[src/rtl/scalar_kalman_filter_macros.svh]
// Assertion macros for the scalar Kalman filter, clocked on clk_i, gated by rst_ni.
`ifndef SCALAR_KALMAN_FILTER_MACROS_SVH
`define SCALAR_KALMAN_FILTER_MACROS_SVH

// Antecedent implies consequent in the same cycle.
`define SKF_ASSERT_SAME(label, ante, cons, msg) \
  label: assert property (@(posedge clk_i) disable iff (!rst_ni) (ante) |-> (cons)) \
    else $error(msg);

// Antecedent implies consequent in the next cycle.
`define SKF_ASSERT_NEXT(label, ante, cons, msg) \
  label: assert property (@(posedge clk_i) disable iff (!rst_ni) (ante) |=> (cons)) \
    else $error(msg);

`endif

[src/rtl/skf_pkg.sv]
// Package for the scalar Kalman filter: widths, register indexes and the microcode table.
package skf_pkg;

  localparam int DATA_W        = 32;
  localparam int NOISE_W       = 31;
  localparam int CFG_IDX_W     = 2;
  localparam int FRAC_BITS_DEF = 16;
  localparam int PC_W          = 5;

  // configuration register indexes
  localparam logic [CFG_IDX_W-1:0] CFG_STATE_GAIN    = 2'd0;
  localparam logic [CFG_IDX_W-1:0] CFG_OBSERVE_GAIN  = 2'd1;
  localparam logic [CFG_IDX_W-1:0] CFG_PROCESS_NOISE = 2'd2;
  localparam logic [CFG_IDX_W-1:0] CFG_MEASURE_NOISE = 2'd3;

  typedef enum logic [3:0] {
    OP_NOP,
    OP_WAIT,     // take a measurement word
    OP_MUL,      // product register <= ra * rb
    OP_RND,      // rd <= round and clamp of product register
    OP_ADD,      // rd <= clamp(ra + rb)
    OP_SUB,      // rd <= clamp(ra - rb)
    OP_DIVINIT,  // load divider with (|ra| << frac) + |rb|/2, |rb|
    OP_DIVSTEP,  // one quotient bit
    OP_DIVEND,   // rd <= signed, clamped quotient
    OP_OUT       // hand the estimate to the output register
  } op_e;

  typedef enum logic [3:0] {
    SRC_ZERO,
    SRC_ONE,
    SRC_A,
    SRC_H,
    SRC_Q,
    SRC_R,
    SRC_X,
    SRC_P,
    SRC_Z,
    SRC_T,
    SRC_PRED,
    SRC_PP,
    SRC_PH,
    SRC_DEN,
    SRC_G
  } src_e;

  typedef enum logic [1:0] {
    JC_NONE,
    JC_ALWAYS,
    JC_ZERO,     // taken when ra reads zero
    JC_LOOP      // taken while divider bits remain
  } jc_e;

  typedef struct packed {
    op_e              op;
    src_e             ra;
    src_e             rb;
    src_e             rd;
    jc_e              jc;
    logic [PC_W-1:0]  target;
  } ucode_t;

  // branch targets
  localparam logic [PC_W-1:0] UA_WAIT      = 5'd0;
  localparam logic [PC_W-1:0] UA_DIVSTEP   = 5'd15;
  localparam logic [PC_W-1:0] UA_ZERO_GAIN = 5'd17;
  localparam logic [PC_W-1:0] UA_RESID     = 5'd18;

  function automatic ucode_t mk(op_e op, src_e ra, src_e rb, src_e rd, jc_e jc,
                                logic [PC_W-1:0] target);
    ucode_t w;
    w.op     = op;
    w.ra     = ra;
    w.rb     = rb;
    w.rd     = rd;
    w.jc     = jc;
    w.target = target;
    return w;
  endfunction

  function automatic ucode_t ucode_rom(logic [PC_W-1:0] pc);
    ucode_t w;
    case (pc)
      5'd0:  w = mk(OP_WAIT,    SRC_ZERO, SRC_ZERO, SRC_ZERO, JC_NONE,   UA_WAIT);
      5'd1:  w = mk(OP_MUL,     SRC_A,    SRC_X,    SRC_ZERO, JC_NONE,   UA_WAIT);
      5'd2:  w = mk(OP_RND,     SRC_ZERO, SRC_ZERO, SRC_PRED, JC_NONE,   UA_WAIT);
      5'd3:  w = mk(OP_MUL,     SRC_A,    SRC_A,    SRC_ZERO, JC_NONE,   UA_WAIT);
      5'd4:  w = mk(OP_RND,     SRC_ZERO, SRC_ZERO, SRC_T,    JC_NONE,   UA_WAIT);
      5'd5:  w = mk(OP_MUL,     SRC_T,    SRC_P,    SRC_ZERO, JC_NONE,   UA_WAIT);
      5'd6:  w = mk(OP_RND,     SRC_ZERO, SRC_ZERO, SRC_T,    JC_NONE,   UA_WAIT);
      5'd7:  w = mk(OP_ADD,     SRC_T,    SRC_Q,    SRC_PP,   JC_NONE,   UA_WAIT);
      5'd8:  w = mk(OP_MUL,     SRC_PP,   SRC_H,    SRC_ZERO, JC_NONE,   UA_WAIT);
      5'd9:  w = mk(OP_RND,     SRC_ZERO, SRC_ZERO, SRC_PH,   JC_NONE,   UA_WAIT);
      5'd10: w = mk(OP_MUL,     SRC_PH,   SRC_H,    SRC_ZERO, JC_NONE,   UA_WAIT);
      5'd11: w = mk(OP_RND,     SRC_ZERO, SRC_ZERO, SRC_T,    JC_NONE,   UA_WAIT);
      5'd12: w = mk(OP_ADD,     SRC_T,    SRC_R,    SRC_DEN,  JC_NONE,   UA_WAIT);
      5'd13: w = mk(OP_NOP,     SRC_DEN,  SRC_ZERO, SRC_ZERO, JC_ZERO,   UA_ZERO_GAIN);
      5'd14: w = mk(OP_DIVINIT, SRC_PH,   SRC_DEN,  SRC_ZERO, JC_NONE,   UA_WAIT);
      5'd15: w = mk(OP_DIVSTEP, SRC_ZERO, SRC_ZERO, SRC_ZERO, JC_LOOP,   UA_DIVSTEP);
      5'd16: w = mk(OP_DIVEND,  SRC_ZERO, SRC_ZERO, SRC_G,    JC_ALWAYS, UA_RESID);
      5'd17: w = mk(OP_ADD,     SRC_ZERO, SRC_ZERO, SRC_G,    JC_NONE,   UA_WAIT);
      5'd18: w = mk(OP_MUL,     SRC_H,    SRC_PRED, SRC_ZERO, JC_NONE,   UA_WAIT);
      5'd19: w = mk(OP_RND,     SRC_ZERO, SRC_ZERO, SRC_T,    JC_NONE,   UA_WAIT);
      5'd20: w = mk(OP_SUB,     SRC_Z,    SRC_T,    SRC_T,    JC_NONE,   UA_WAIT);
      5'd21: w = mk(OP_MUL,     SRC_T,    SRC_G,    SRC_ZERO, JC_NONE,   UA_WAIT);
      5'd22: w = mk(OP_RND,     SRC_ZERO, SRC_ZERO, SRC_T,    JC_NONE,   UA_WAIT);
      5'd23: w = mk(OP_ADD,     SRC_PRED, SRC_T,    SRC_X,    JC_NONE,   UA_WAIT);
      5'd24: w = mk(OP_MUL,     SRC_G,    SRC_H,    SRC_ZERO, JC_NONE,   UA_WAIT);
      5'd25: w = mk(OP_RND,     SRC_ZERO, SRC_ZERO, SRC_T,    JC_NONE,   UA_WAIT);
      5'd26: w = mk(OP_SUB,     SRC_ONE,  SRC_T,    SRC_T,    JC_NONE,   UA_WAIT);
      5'd27: w = mk(OP_MUL,     SRC_T,    SRC_PP,   SRC_ZERO, JC_NONE,   UA_WAIT);
      5'd28: w = mk(OP_RND,     SRC_ZERO, SRC_ZERO, SRC_P,    JC_NONE,   UA_WAIT);
      5'd29: w = mk(OP_OUT,     SRC_ZERO, SRC_ZERO, SRC_ZERO, JC_ALWAYS, UA_WAIT);
      default: w = mk(OP_NOP,   SRC_ZERO, SRC_ZERO, SRC_ZERO, JC_ALWAYS, UA_WAIT);
    endcase
    return w;
  endfunction

endpackage

[src/rtl/skf_if.sv]
// Handshake channels of the scalar Kalman filter: measurement in, estimate out, register writes.
interface skf_in_if;
  logic                               valid;
  logic                               ready;
  logic signed [skf_pkg::DATA_W-1:0]  measurement;

  modport source (output valid, output measurement, input ready);
  modport sink   (input valid, input measurement, output ready);
endinterface

interface skf_out_if;
  logic                               valid;
  logic                               ready;
  logic signed [skf_pkg::DATA_W-1:0]  estimate;
  logic                               saturated;

  modport source (output valid, output estimate, output saturated, input ready);
  modport sink   (input valid, input estimate, input saturated, output ready);
endinterface

interface skf_cfg_if;
  logic                               valid;
  logic                               ready;
  logic [skf_pkg::CFG_IDX_W-1:0]      index;
  logic [skf_pkg::DATA_W-1:0]         data;

  modport source (output valid, output index, output data, input ready);
  modport sink   (input valid, input index, input data, output ready);
endinterface

[src/rtl/scalar_kalman_filter.sv]
// Scalar Kalman filter: one measurement word in, one estimate word out per update.
// Each update runs the microcode once; a measurement is taken only while the sequencer waits,
// so a new word is accepted only after the previous estimate has been loaded into the output
// register. A zero denominator skips the divider, and a full output register stalls the update.
// The restoring divider, one quotient bit per cycle on the shared datapath, takes most of each update.
// Reset (rst_ni low, async): estimate 0, covariance 1.0, registers to their defaults.
`include "scalar_kalman_filter_macros.svh"

module scalar_kalman_filter #(
  parameter int FRAC_BITS = skf_pkg::FRAC_BITS_DEF
) (
  input  logic         clk_i,
  input  logic         rst_ni,
  skf_cfg_if.sink      cfg_i,
  skf_in_if.sink       in_i,
  skf_out_if.source    out_o
);

  localparam int DW    = skf_pkg::DATA_W;
  localparam int NW    = skf_pkg::NOISE_W;
  localparam int NUM_W = DW + FRAC_BITS;
  localparam int CNT_W = $clog2(NUM_W + 1);

  localparam logic signed [DW-1:0]   ONE      = DW'(64'sd1 <<< FRAC_BITS);
  localparam logic signed [2*DW-1:0] HALF     = (2*DW)'(64'sd1 <<< (FRAC_BITS - 1));
  localparam logic [NW-1:0]          Q_RST    = NW'(((64'd1 << FRAC_BITS) + 64'd5) / 64'd10);
  localparam logic [NW-1:0]          R_RST    = NW'(64'd2 << FRAC_BITS);
  localparam logic signed [DW-1:0]   S_MAX    = {1'b0, {(DW-1){1'b1}}};
  localparam logic signed [DW-1:0]   S_MIN    = {1'b1, {(DW-1){1'b0}}};
  localparam logic [CNT_W-1:0]       CNT_LAST = CNT_W'(1);

  // configuration
  logic signed [DW-1:0] a_q, h_q;
  logic [NW-1:0]        q_q, r_q;

  // working registers
  logic signed [DW-1:0] x_q, p_q, z_q, t_q, pred_q, pp_q, ph_q, den_q, g_q;
  logic signed [2*DW-1:0] prod_q;
  logic                 sat_q;

  // sequencer
  logic [skf_pkg::PC_W-1:0] pc_q, pc_d;
  skf_pkg::ucode_t          cw;

  // divider
  logic [NUM_W-1:0] dq_q;
  logic [DW-1:0]    drem_q, dvs_q;
  logic             dneg_q;
  logic [CNT_W-1:0] dcnt_q;

  // output register
  logic                 out_valid_q;
  logic signed [DW-1:0] out_est_q;
  logic                 out_sat_q;

  logic                 in_fire, out_load, taken;
  logic signed [DW-1:0] opa, opb;
  logic signed [DW-1:0] wb_data;
  logic                 wb_en, wb_clip;

  // rounding product
  logic signed [2*DW-1:0] rnd_sum, rnd_shr;
  logic                   rnd_ovf;
  // add and subtract
  logic signed [DW:0]     as_sum;
  // divider datapath
  logic [DW-1:0]    abs_a, abs_b;
  logic [NUM_W-1:0] dnum;
  logic [DW:0]      dshift;
  logic             dge;
  logic [DW:0]      ddiff;
  logic             dovf;
  logic [DW-1:0]    dres;

  assign cw = skf_pkg::ucode_rom(pc_q);

  function automatic logic signed [DW-1:0] src_val(
    skf_pkg::src_e sel,
    logic signed [DW-1:0] a, h, x, p, z, t, pred, pp, ph, den, g,
    logic [NW-1:0] q, r
  );
    logic signed [DW-1:0] v;
    case (sel)
      skf_pkg::SRC_ZERO: v = '0;
      skf_pkg::SRC_ONE:  v = ONE;
      skf_pkg::SRC_A:    v = a;
      skf_pkg::SRC_H:    v = h;
      skf_pkg::SRC_Q:    v = $signed({1'b0, q});
      skf_pkg::SRC_R:    v = $signed({1'b0, r});
      skf_pkg::SRC_X:    v = x;
      skf_pkg::SRC_P:    v = p;
      skf_pkg::SRC_Z:    v = z;
      skf_pkg::SRC_T:    v = t;
      skf_pkg::SRC_PRED: v = pred;
      skf_pkg::SRC_PP:   v = pp;
      skf_pkg::SRC_PH:   v = ph;
      skf_pkg::SRC_DEN:  v = den;
      skf_pkg::SRC_G:    v = g;
      default:           v = '0;
    endcase
    return v;
  endfunction

  always_comb begin
    opa = src_val(cw.ra, a_q, h_q, x_q, p_q, z_q, t_q, pred_q, pp_q, ph_q, den_q, g_q,
                  q_q, r_q);
    opb = src_val(cw.rb, a_q, h_q, x_q, p_q, z_q, t_q, pred_q, pp_q, ph_q, den_q, g_q,
                  q_q, r_q);
  end

  assign cfg_i.ready = 1'b1;
  assign in_i.ready  = (cw.op == skf_pkg::OP_WAIT);
  assign in_fire     = in_i.valid && in_i.ready;
  assign out_load    = (cw.op == skf_pkg::OP_OUT) && (!out_valid_q || out_o.ready);

  assign out_o.valid     = out_valid_q;
  assign out_o.estimate  = out_est_q;
  assign out_o.saturated = out_sat_q;

  // product rounding: add half an lsb, floor shift, clamp
  always_comb begin
    rnd_sum = prod_q + HALF;
    rnd_shr = rnd_sum >>> FRAC_BITS;
    rnd_ovf = (rnd_shr[2*DW-1:DW-1] != '0) && (rnd_shr[2*DW-1:DW-1] != '1);
  end

  // divider: magnitudes, one restoring step, final sign and clamp
  always_comb begin
    abs_a  = opa[DW-1] ? DW'(-opa) : DW'(opa);
    abs_b  = opb[DW-1] ? DW'(-opb) : DW'(opb);
    // |num| << frac plus half the divisor gives round half away from zero
    dnum   = {abs_a, {FRAC_BITS{1'b0}}} + NUM_W'(abs_b >> 1);
    dshift = {drem_q, dq_q[NUM_W-1]};
    dge    = dshift >= {1'b0, dvs_q};
    ddiff  = dshift - {1'b0, dvs_q};
    if (dneg_q) begin
      dovf = (dq_q[NUM_W-1:DW] != '0) || (dq_q[DW-1] && (dq_q[DW-2:0] != '0));
      dres = dovf ? S_MIN : DW'(-dq_q[DW-1:0]);
    end else begin
      dovf = (dq_q[NUM_W-1:DW-1] != '0);
      dres = dovf ? S_MAX : dq_q[DW-1:0];
    end
  end

  always_comb begin
    as_sum = (cw.op == skf_pkg::OP_SUB) ? ({opa[DW-1], opa} - {opb[DW-1], opb})
                                        : ({opa[DW-1], opa} + {opb[DW-1], opb});
    wb_en   = 1'b0;
    wb_clip = 1'b0;
    wb_data = '0;
    case (cw.op)
      skf_pkg::OP_RND: begin
        wb_en   = 1'b1;
        wb_clip = rnd_ovf;
        wb_data = rnd_ovf ? (rnd_shr[2*DW-1] ? S_MIN : S_MAX) : rnd_shr[DW-1:0];
      end
      skf_pkg::OP_ADD, skf_pkg::OP_SUB: begin
        wb_en   = 1'b1;
        wb_clip = as_sum[DW] != as_sum[DW-1];
        wb_data = wb_clip ? (as_sum[DW] ? S_MIN : S_MAX) : as_sum[DW-1:0];
      end
      skf_pkg::OP_DIVEND: begin
        wb_en   = 1'b1;
        wb_clip = dovf;
        wb_data = $signed(dres);
      end
      default: begin
        wb_en = 1'b0;
      end
    endcase
  end

  // sequencer: next step address
  always_comb begin
    case (cw.jc)
      skf_pkg::JC_ALWAYS: taken = 1'b1;
      skf_pkg::JC_ZERO:   taken = (opa == '0);
      skf_pkg::JC_LOOP:   taken = (dcnt_q != CNT_LAST);
      default:            taken = 1'b0;
    endcase
    if (cw.op == skf_pkg::OP_WAIT) begin
      pc_d = in_fire ? pc_q + 1'b1 : pc_q;
    end else if (cw.op == skf_pkg::OP_OUT) begin
      pc_d = out_load ? cw.target : pc_q;
    end else if (taken) begin
      pc_d = cw.target;
    end else begin
      pc_d = pc_q + 1'b1;
    end
  end

  always_ff @(posedge clk_i or negedge rst_ni) begin
    if (!rst_ni) begin
      pc_q        <= skf_pkg::UA_WAIT;
      a_q         <= ONE;
      h_q         <= ONE;
      q_q         <= Q_RST;
      r_q         <= R_RST;
      x_q         <= '0;
      p_q         <= ONE;
      sat_q       <= 1'b0;
      out_valid_q <= 1'b0;
      dcnt_q      <= '0;
    end else begin
      pc_q <= pc_d;

      if (cfg_i.valid && cfg_i.ready) begin
        case (cfg_i.index)
          skf_pkg::CFG_STATE_GAIN:    a_q <= $signed(cfg_i.data);
          skf_pkg::CFG_OBSERVE_GAIN:  h_q <= $signed(cfg_i.data);
          skf_pkg::CFG_PROCESS_NOISE: q_q <= cfg_i.data[NW-1:0];
          skf_pkg::CFG_MEASURE_NOISE: r_q <= cfg_i.data[NW-1:0];
          default: ;
        endcase
      end

      if (in_fire) begin
        sat_q <= 1'b0;
      end else if (wb_en && wb_clip) begin
        sat_q <= 1'b1;
      end

      if (wb_en && (cw.rd == skf_pkg::SRC_X)) begin
        x_q <= wb_data;
      end
      if (wb_en && (cw.rd == skf_pkg::SRC_P)) begin
        p_q <= wb_data;
      end

      if (cw.op == skf_pkg::OP_DIVINIT) begin
        dcnt_q <= CNT_W'(NUM_W);
      end else if (cw.op == skf_pkg::OP_DIVSTEP) begin
        dcnt_q <= dcnt_q - 1'b1;
      end

      if (out_load) begin
        out_valid_q <= 1'b1;
      end else if (out_o.ready) begin
        out_valid_q <= 1'b0;
      end
    end
  end

  // payload registers
  always_ff @(posedge clk_i) begin
    if (in_fire) begin
      z_q <= in_i.measurement;
    end
    if (cw.op == skf_pkg::OP_MUL) begin
      prod_q <= opa * opb;
    end
    if (wb_en) begin
      case (cw.rd)
        skf_pkg::SRC_T:    t_q    <= wb_data;
        skf_pkg::SRC_PRED: pred_q <= wb_data;
        skf_pkg::SRC_PP:   pp_q   <= wb_data;
        skf_pkg::SRC_PH:   ph_q   <= wb_data;
        skf_pkg::SRC_DEN:  den_q  <= wb_data;
        skf_pkg::SRC_G:    g_q    <= wb_data;
        default: ;
      endcase
    end
    if (cw.op == skf_pkg::OP_DIVINIT) begin
      dq_q   <= dnum;
      drem_q <= '0;
      dvs_q  <= abs_b;
      dneg_q <= opa[DW-1] ^ opb[DW-1];
    end else if (cw.op == skf_pkg::OP_DIVSTEP) begin
      dq_q   <= {dq_q[NUM_W-2:0], dge};
      drem_q <= dge ? ddiff[DW-1:0] : dshift[DW-1:0];
    end
    if (out_load) begin
      out_est_q <= x_q;
      out_sat_q <= sat_q;
    end
  end

  `SKF_ASSERT_NEXT(a_out_from_seq, $rose(out_valid_q), $past(cw.op == skf_pkg::OP_OUT, 2), "estimate word raised without an output step")
  `SKF_ASSERT_NEXT(a_in_starts_prog, in_fire, pc_q == skf_pkg::UA_WAIT + 1'b1, "accepted measurement did not start the update")
  `SKF_ASSERT_SAME(a_div_count, cw.op == skf_pkg::OP_DIVSTEP, dcnt_q != '0, "divider stepped with no bits left")
  `SKF_ASSERT_SAME(a_div_nonzero, cw.op == skf_pkg::OP_DIVINIT, den_q != '0, "divider started on a zero denominator")

endmodule

[src/flat_wrapper.sv]
// flat-port wrapper written by rule: the top's interface ports become plain ports
module scalar_kalman_filter_flat 
#(
  parameter int FRAC_BITS = skf_pkg::FRAC_BITS_DEF
)
  (clk_i, rst_ni, cfg_i_valid, cfg_i_index, cfg_i_data, cfg_i_ready, in_i_valid, in_i_measurement, in_i_ready, out_o_valid, out_o_estimate, out_o_saturated, out_o_ready);
  skf_cfg_if cfg_i_i ();
  skf_in_if in_i_i ();
  skf_out_if out_o_i ();
  input  logic clk_i;
  input  logic rst_ni;
  input wire logic [$bits(cfg_i_i.valid)-1:0] cfg_i_valid;
  input wire logic [$bits(cfg_i_i.index)-1:0] cfg_i_index;
  input wire logic [$bits(cfg_i_i.data)-1:0] cfg_i_data;
  output wire logic [$bits(cfg_i_i.ready)-1:0] cfg_i_ready;
  input wire logic [$bits(in_i_i.valid)-1:0] in_i_valid;
  input wire logic [$bits(in_i_i.measurement)-1:0] in_i_measurement;
  output wire logic [$bits(in_i_i.ready)-1:0] in_i_ready;
  output wire logic [$bits(out_o_i.valid)-1:0] out_o_valid;
  output wire logic [$bits(out_o_i.estimate)-1:0] out_o_estimate;
  output wire logic [$bits(out_o_i.saturated)-1:0] out_o_saturated;
  input wire logic [$bits(out_o_i.ready)-1:0] out_o_ready;
  assign cfg_i_i.valid = cfg_i_valid;
  assign cfg_i_i.index = cfg_i_index;
  assign cfg_i_i.data = cfg_i_data;
  assign cfg_i_ready = cfg_i_i.ready;
  assign in_i_i.valid = in_i_valid;
  assign in_i_i.measurement = in_i_measurement;
  assign in_i_ready = in_i_i.ready;
  assign out_o_valid = out_o_i.valid;
  assign out_o_estimate = out_o_i.estimate;
  assign out_o_saturated = out_o_i.saturated;
  assign out_o_i.ready = out_o_ready;
  scalar_kalman_filter #(.FRAC_BITS(FRAC_BITS)) u_core (.clk_i(clk_i), .rst_ni(rst_ni), .cfg_i(cfg_i_i), .in_i(in_i_i), .out_o(out_o_i));
endmodule
[config.mk]
export PLATFORM = sky130hd
export DESIGN_NAME = scalar_kalman_filter_flat
export DESIGN_NICKNAME = d
export VERILOG_FILES = /design/src/rtl/skf_pkg.sv /design/src/rtl/skf_if.sv /design/src/rtl/scalar_kalman_filter.sv /design/src/flat_wrapper.sv
export VERILOG_INCLUDE_DIRS = /design/src /design/src/rtl
export SDC_FILE = /design/constraint.sdc
export NUM_CORES = 2
export LEC_CHECK = 0
export BUFFER_PORTS_ARGS = -buffer_cell sky130_fd_sc_hd__buf_4
export CAP_MARGIN = 20
export CORE_MARGIN = 1.5
export CORE_UTILIZATION = 54
export DETAILED_ROUTE_END_ITERATION = 6
export PLACE_DENSITY = 0.81
export SYNTH_ARGS = -nofsm -noshare
export SYNTH_HDL_FRONTEND = slang
export SYNTH_SLANG_ARGS = --single-unit
export TNS_END_PERCENT = 100
[constraint.sdc]
create_clock -name clk_i -period 14.8 [get_ports clk_i]
set_clock_uncertainty 0.15 [all_clocks]
set_input_delay 2.96 -clock clk_i [delete_from_list [all_inputs] [get_ports clk_i]]
set_output_delay 2.96 -clock clk_i [all_outputs]
set_load 0.03 [all_outputs]
Yosys cells after proc, flatten, opt, wreduce, memory -nomap -nowiden --
Memories as Yosys holds them, arrays and structs flattened. Cells that the tools add are included.
Word-level totals: memories 1, output and inout port bits 36, bits in latches 0, bits in read-only memories 736, word-level logic and storage cells 157, register bits 637, bits in writable memories 0, input port bits 71
Operators by class: divide/modulo/power cells 0, shift operators 0, bitwise gates (word level) 1, mux-type cells 31, equal/unequal tests 56, add/subtract/negate cells 10, reduce and logical (&&, ||, !) cells 32, multipliers 1, magnitude comparators 1
Memories:
- (no name shown) | words 32, bits a word 23, read ports 1, clocked after Yosys merged registers in 0, write ports 0, RTL line skf_pkg.sv:83 | case (pc)
Operator list (count):
- $pmux 32 s14 | 2
- $mux 32 | 10
- $mux 48 | 2
- $neg 32->32 | 3
- $pmux 32 s3 | 1
- $eq 4x4->1 const B | 22
- $add 64x17->64 const B | 1
- $mul 32x32->64 | 1
- $eq 4x3->1 const B | 14
- $add 48x31->48 | 1
- $add 32x32->33 | 1
- $ge 33x32->1 | 1
- $mux 33 | 1
- $ne 33x33->1 const B | 1
- $reduce_bool 33->1 | 1
- $sub 32x32->33 | 1
- $logic_not 32->1 | 1
- $sub 32x32->32 | 1
- $reduce_bool 31->1 | 1
- $mux 5 | 5
- $eq 4x2->1 const B | 6
- $reduce_and 2->1 | 11
- $reduce_bool 17->1 | 1
- $reduce_bool 16->1 | 1
- 20 further kinds | 42

Depth between registers and ports, before layout --
An unclocked memory read counts as a cell.
depth in word-level cells 10, mapped depth 49, mapped depth without buffers 40

Worst setup path after synthesis --
Ideal clock, no wire load.
path kind reg2reg, start point reg u_core.pc_q[0] in the netlist's numbering, end point reg u_core.prod_q[58] (data pin), data required time 14392 ps, arrival time 11177 ps, setup slack 3215 ps, period minus slack after synthesis 11585 ps, setup time 258 ps, path buffers 8, cell stages (with the launch flop) 44, cell sequence dfrtp_1 buf_2 inv_1 ha_1 or3b_2 and3_1 a211oi_2 buf_2 buf_2 buf_2 a32oi_1 nand4_1 a211o_1 buf_2 clkbuf_1 clkbuf_1 buf_1 nand2_1 (+8 left out) fa_1 fa_1 fa_1 ha_1 a21o_1 a21o_1 a21oi_1 o21ai_0 nand2_1 nand2_1 a21o_1 a21oi_1 nor2_1 a21oi_1 o31ai_1 or2_2 a31oi_1 xnor2_1
Between the ends: longest elaborated chain between the ends 4, elaborated cells on any way between the ends 32, classes of those cells 1 x mul; 28 x eq/ne; 2 x mux; 1 x memory
RTL lines:
- start, declared | RTL line scalar_kalman_filter.sv:42 | logic [skf_pkg::PC_W-1:0] pc_q, pc_d;
- start signal, assigned | RTL line scalar_kalman_filter.sv:194 | pc_q <= skf_pkg::UA_WAIT;
- start signal, assigned | RTL line scalar_kalman_filter.sv:205 | pc_q <= pc_d;
- $mem_v2 32x23 *
- $eq 4x4->1, or another cell as far along | RTL line scalar_kalman_filter.sv:83 | case (sel)
- $pmux 32 s14 | RTL line scalar_kalman_filter.sv:83
- $mul 32x32->64 * | RTL line scalar_kalman_filter.sv:250 | prod_q <= opa * opb;
- end signal, assigned | RTL line scalar_kalman_filter.sv:250
- end, declared | RTL line scalar_kalman_filter.sv:38 | logic signed [2*DW-1:0] prod_q;
Every way passes the cells marked *; elsewhere a longest branch is shown, timed or not. A chain may end at the register's enable or synchronous reset.

Final worst setup path --
start point reg u_core.pc_q[0] in the netlist's numbering, end point reg u_core.prod_q[62] (data pin)
Same word-level chain as after synthesis.

==> results_dict.tcl <==
set metrics [dict create \
    finalNetCount 9007 \
    grt_pass1_wl_um 411000 \
    h-tree-depth 3 \
    slew_viol_final 0 \
    die_w_um 369 \
    drc 50 \
    fin_crit_ns 13.92 \
    period_share 0.941 \
    n_fill_cell 11100 \
    routedWlPerCell_um 29.8 \
    grt.total_usage 0.414 \
    clock_path_buffers 3 \
    synth_seq_cells 622 \
    crit_path_end_kind "flip-flop" \
    path_max_fanout 28 \
    place_inst 9266 \
    ys_warn_count 0 \
    synthArstFlopShare 0.326 \
    dieArea_um2 136000 \
    slowest_delay_ns 0.92 \
    drive_gt1_frac 0.105 \
    portBuffers 105 \
    syn_nets 9009 \
    antenna_found_initial 13 \
    grt_overflow_total 0 \
    cp-start-kind "flip-flop" \
    ys_types 124 \
    grt_max_degree 105 \
    cts_setup_buffers 0 \
    slowest_stage "fa_1" \
    dieHeight_um 369 \
    finalHoldViolations 0 \
    ctsHoldBuffers 0 \
    rr_worst_depth 36 \
    cpLargestDelayFamily "adder cells" \
    synth_edf_count 387 \
    crit_arrival_ns 14.20 \
    cts-root-buf "clkbuf_16" \
    rsz0062_at_grt "false" \
    maxCapViolCount 0 \
    slew_headroom 0.147 \
    cts_buffers 70 \
    violations "design-rule violations" \
    fmax_mhz 71.8 \
    worstHoldPathCells 2 \
    drt-total-wl_um 280000 \
    synth_area_per_cell_um2 9.55 \
    hp-class "flip-flop to flip-flop" \
    area_growth_pct 8.04 \
    synthesis.instances 7578 \
    num_rows 134 \
    finalSetupViolations 0 \
    io-pin-count 107 \
    synth_ff_type "edfxtp_1" \
    drtAntennaViolNets 0 \
    drt_iter0_drc 8678 \
    ys_seq_area_frac 0.240 \
    cts_resized 0 \
    place.gp.congestion 1.08 \
    clk_latency_ns 0.69 \
    start_util 0.543 \
    instances_no_fill 9414 \
    cp.required_ns 15.08 \
    critPathBufInv 5 \
    cts_tree "built" \
    detailed_place_hpwl_um 208000 \
    vias 62100 \
    syn-cell-area_um2 72400 \
    final.setup.tns_ns 0 \
    outcome "finished with violations" \
    crit_type "flip-flop to flip-flop" \
    drt-pass1-iter-count 7 \
    max_slew.worst_pin.slew_ns 1.28 \
    crit_top_cell "fa_1" \
    crit_cells 36 \
    path_clk_slew_ns 0.07 \
    cts_sinks 622 \
    core_um2 133000 \
    vias_per_cell 6.59 \
    grt_pass1_vias 63300 \
]
==> worst register-to-register path: cells and delay by family, from the launching register on <==
family,cells,cell delay [ns]
adders and majority gates,10,5.30
AOI/OAI and AO/OA,14,3.71
and+or+nand+nor,6,1.97
buffers and inverters,5,1.56
DFF,1,0.83
xor gates and xnor gates,1,0.15
==> cells in the mapped netlist (all sizes together) (14+ instances only) <==
cell	instances	area, um2
a32oi	35	307
nand4	62	419
o2bb2ai	15	131
a22o	57	499
nand2b	54	338
nor2b	60	375
a2111oi	16	168
xor2	88	771
o211ai	20	160
dfrtp	192	4800
and2	53	332
o21ai	248	1260
a22oi	78	591
or3	34	213
a211oi	31	258
and4	15	131
nor3	98	526
ha	276	3450
a221oi	53	577
o211a	23	230
a21o	56	420
mux2	153	1730
fa	1084	21700
o31ai	20	150
mux2i	59	591
nor4	25	209
o21bai	17	128
a222oi	23	230
inv	1161	4360
clkbuf	260	978
xnor2	166	1450
nor2	718	2710
or2	30	190
nand3	170	861
o21a	24	180
and3	88	551
a21oi	306	1540
nand2	878	3300
edfxtp	387	11600
dfxtp	32	641
buf	151	813
o22ai	23	158
a31oi	33	213
dlygate4sd1	14	123
==> placed cells by master, fill, tap and decap left out, types with 85 or more instances in the layout <==
master,instances
ha_1,276
inv_1,1150
nand2_1,877
edfxtp_1,387
a21oi_1,304
nand3_1,165
and3_1,85
xor2_1,88
buf_4,342
nor2_1,707
o21ai_0,242
xnor2_1,166
dfrtp_1,191
fa_1,1084
mux2_2,147
==> metrics by stage <==
step / hold slack [ns] / cell area, um2 / utilization / setup slack [ns]
after global placement: 0.287 / 75700 / 0.568 / 1.49
after CTS: 0.309 / 78100 / 0.586 / 1.18
final: 0.309 / 78200 / 0.587 / 0.877
after detailed placement: 0.296 / 75700 / 0.568 / 1.28
after global routing: 0.325 / 78200 / 0.587 / 0.379
after floorplan: 0.275 / 72400 / - / 3.21
==> state kept, by name, indices dropped and copies added, names as in the netlist, 32 cells and up <==
signal and flops:
u_core.prod_q 49, u_core.dq_q 48, u_core.a_q 32, u_core.den_q 32, u_core.drem_q 32, u_core.dvs_q 32
u_core.g_q 32, u_core.h_q 32, u_core.out_o.estimate 32, u_core.p_q 32, u_core.ph_q 32, u_core.pp_q 32
u_core.pred_q 32, u_core.t_q 32, u_core.x_q 32, u_core.z_q 32
==> cells by family (layout without fill, tap and decap cells) <==
kind of cell    Yosys count  count (layout)  share of synthesized area
compound gates         1188            1188                      0.113
flops                   622             622                      0.240
other cells               1              13                  0.0000518
mux                     220             220                     0.0345
fa+ha+maj              1361            1361                      0.348
buf+inv                1598            1654                     0.0873
simple gates           2333            2333                      0.146
xor+xnor                255             255                     0.0310
==> worst paths after layout <==
check	from	endpoint	slack (ns)
setup / recovery	u_core.pc_q[0]$_DFFE_PN0P_	u_core.prod_q[62]$_DFFE_PN_	0.88
hold / removal	u_core.drem_q[31]$_SDFFE_PP0N_	u_core.drem_q[31]$_SDFFE_PP0N_	0.31
setup reg to reg	u_core.pc_q[0]$_DFFE_PN0P_	u_core.prod_q[62]$_DFFE_PN_	0.88
hold reg to reg	u_core.drem_q[31]$_SDFFE_PP0N_	u_core.drem_q[31]$_SDFFE_PP0N_	0.31
max in group asynchronous	rst_ni	u_core.p_q[1]$_DFFE_PN0P_	10.83
min in group asynchronous	rst_ni	u_core.x_q[19]$_DFFE_PN0P_	2.28
==> per-layer routing <==
| metal | part of all wire | wire length, um | vias up | GRT usage |
|---|---|---|---|---|
| met4 | 0.099 | 27800 | 10 | 0.317 |
| met5 | 0.00024 | 68 | - | 0 |
| met2 | 0.42 | 117000 | 5087 | 0.598 |
| met3 | 0.14 | 40600 | 1510 | 0.138 |
| met1 | 0.34 | 94700 | 30600 | 0.512 |
| li1 | - | - | 24900 | - |
==> final cells by class <==
type	count	area [um2]	share of cell area
Inverter	1173	4410	0.0564
Timing Repair Buffer	351	2680	0.0343
Antenna cell	12	30.0	0.000384
Clock inverter	45	557	0.00712
Multi-Input combinational cell	5358	49100	0.628
Clock buffer	85	1860	0.0238
Sequential cell	622	17400	0.222
Tap cell	1768	2210	0.0283
Power is not shown: default switching activity piles up to over one toggle a cycle in this logic, so the estimate is an artifact.
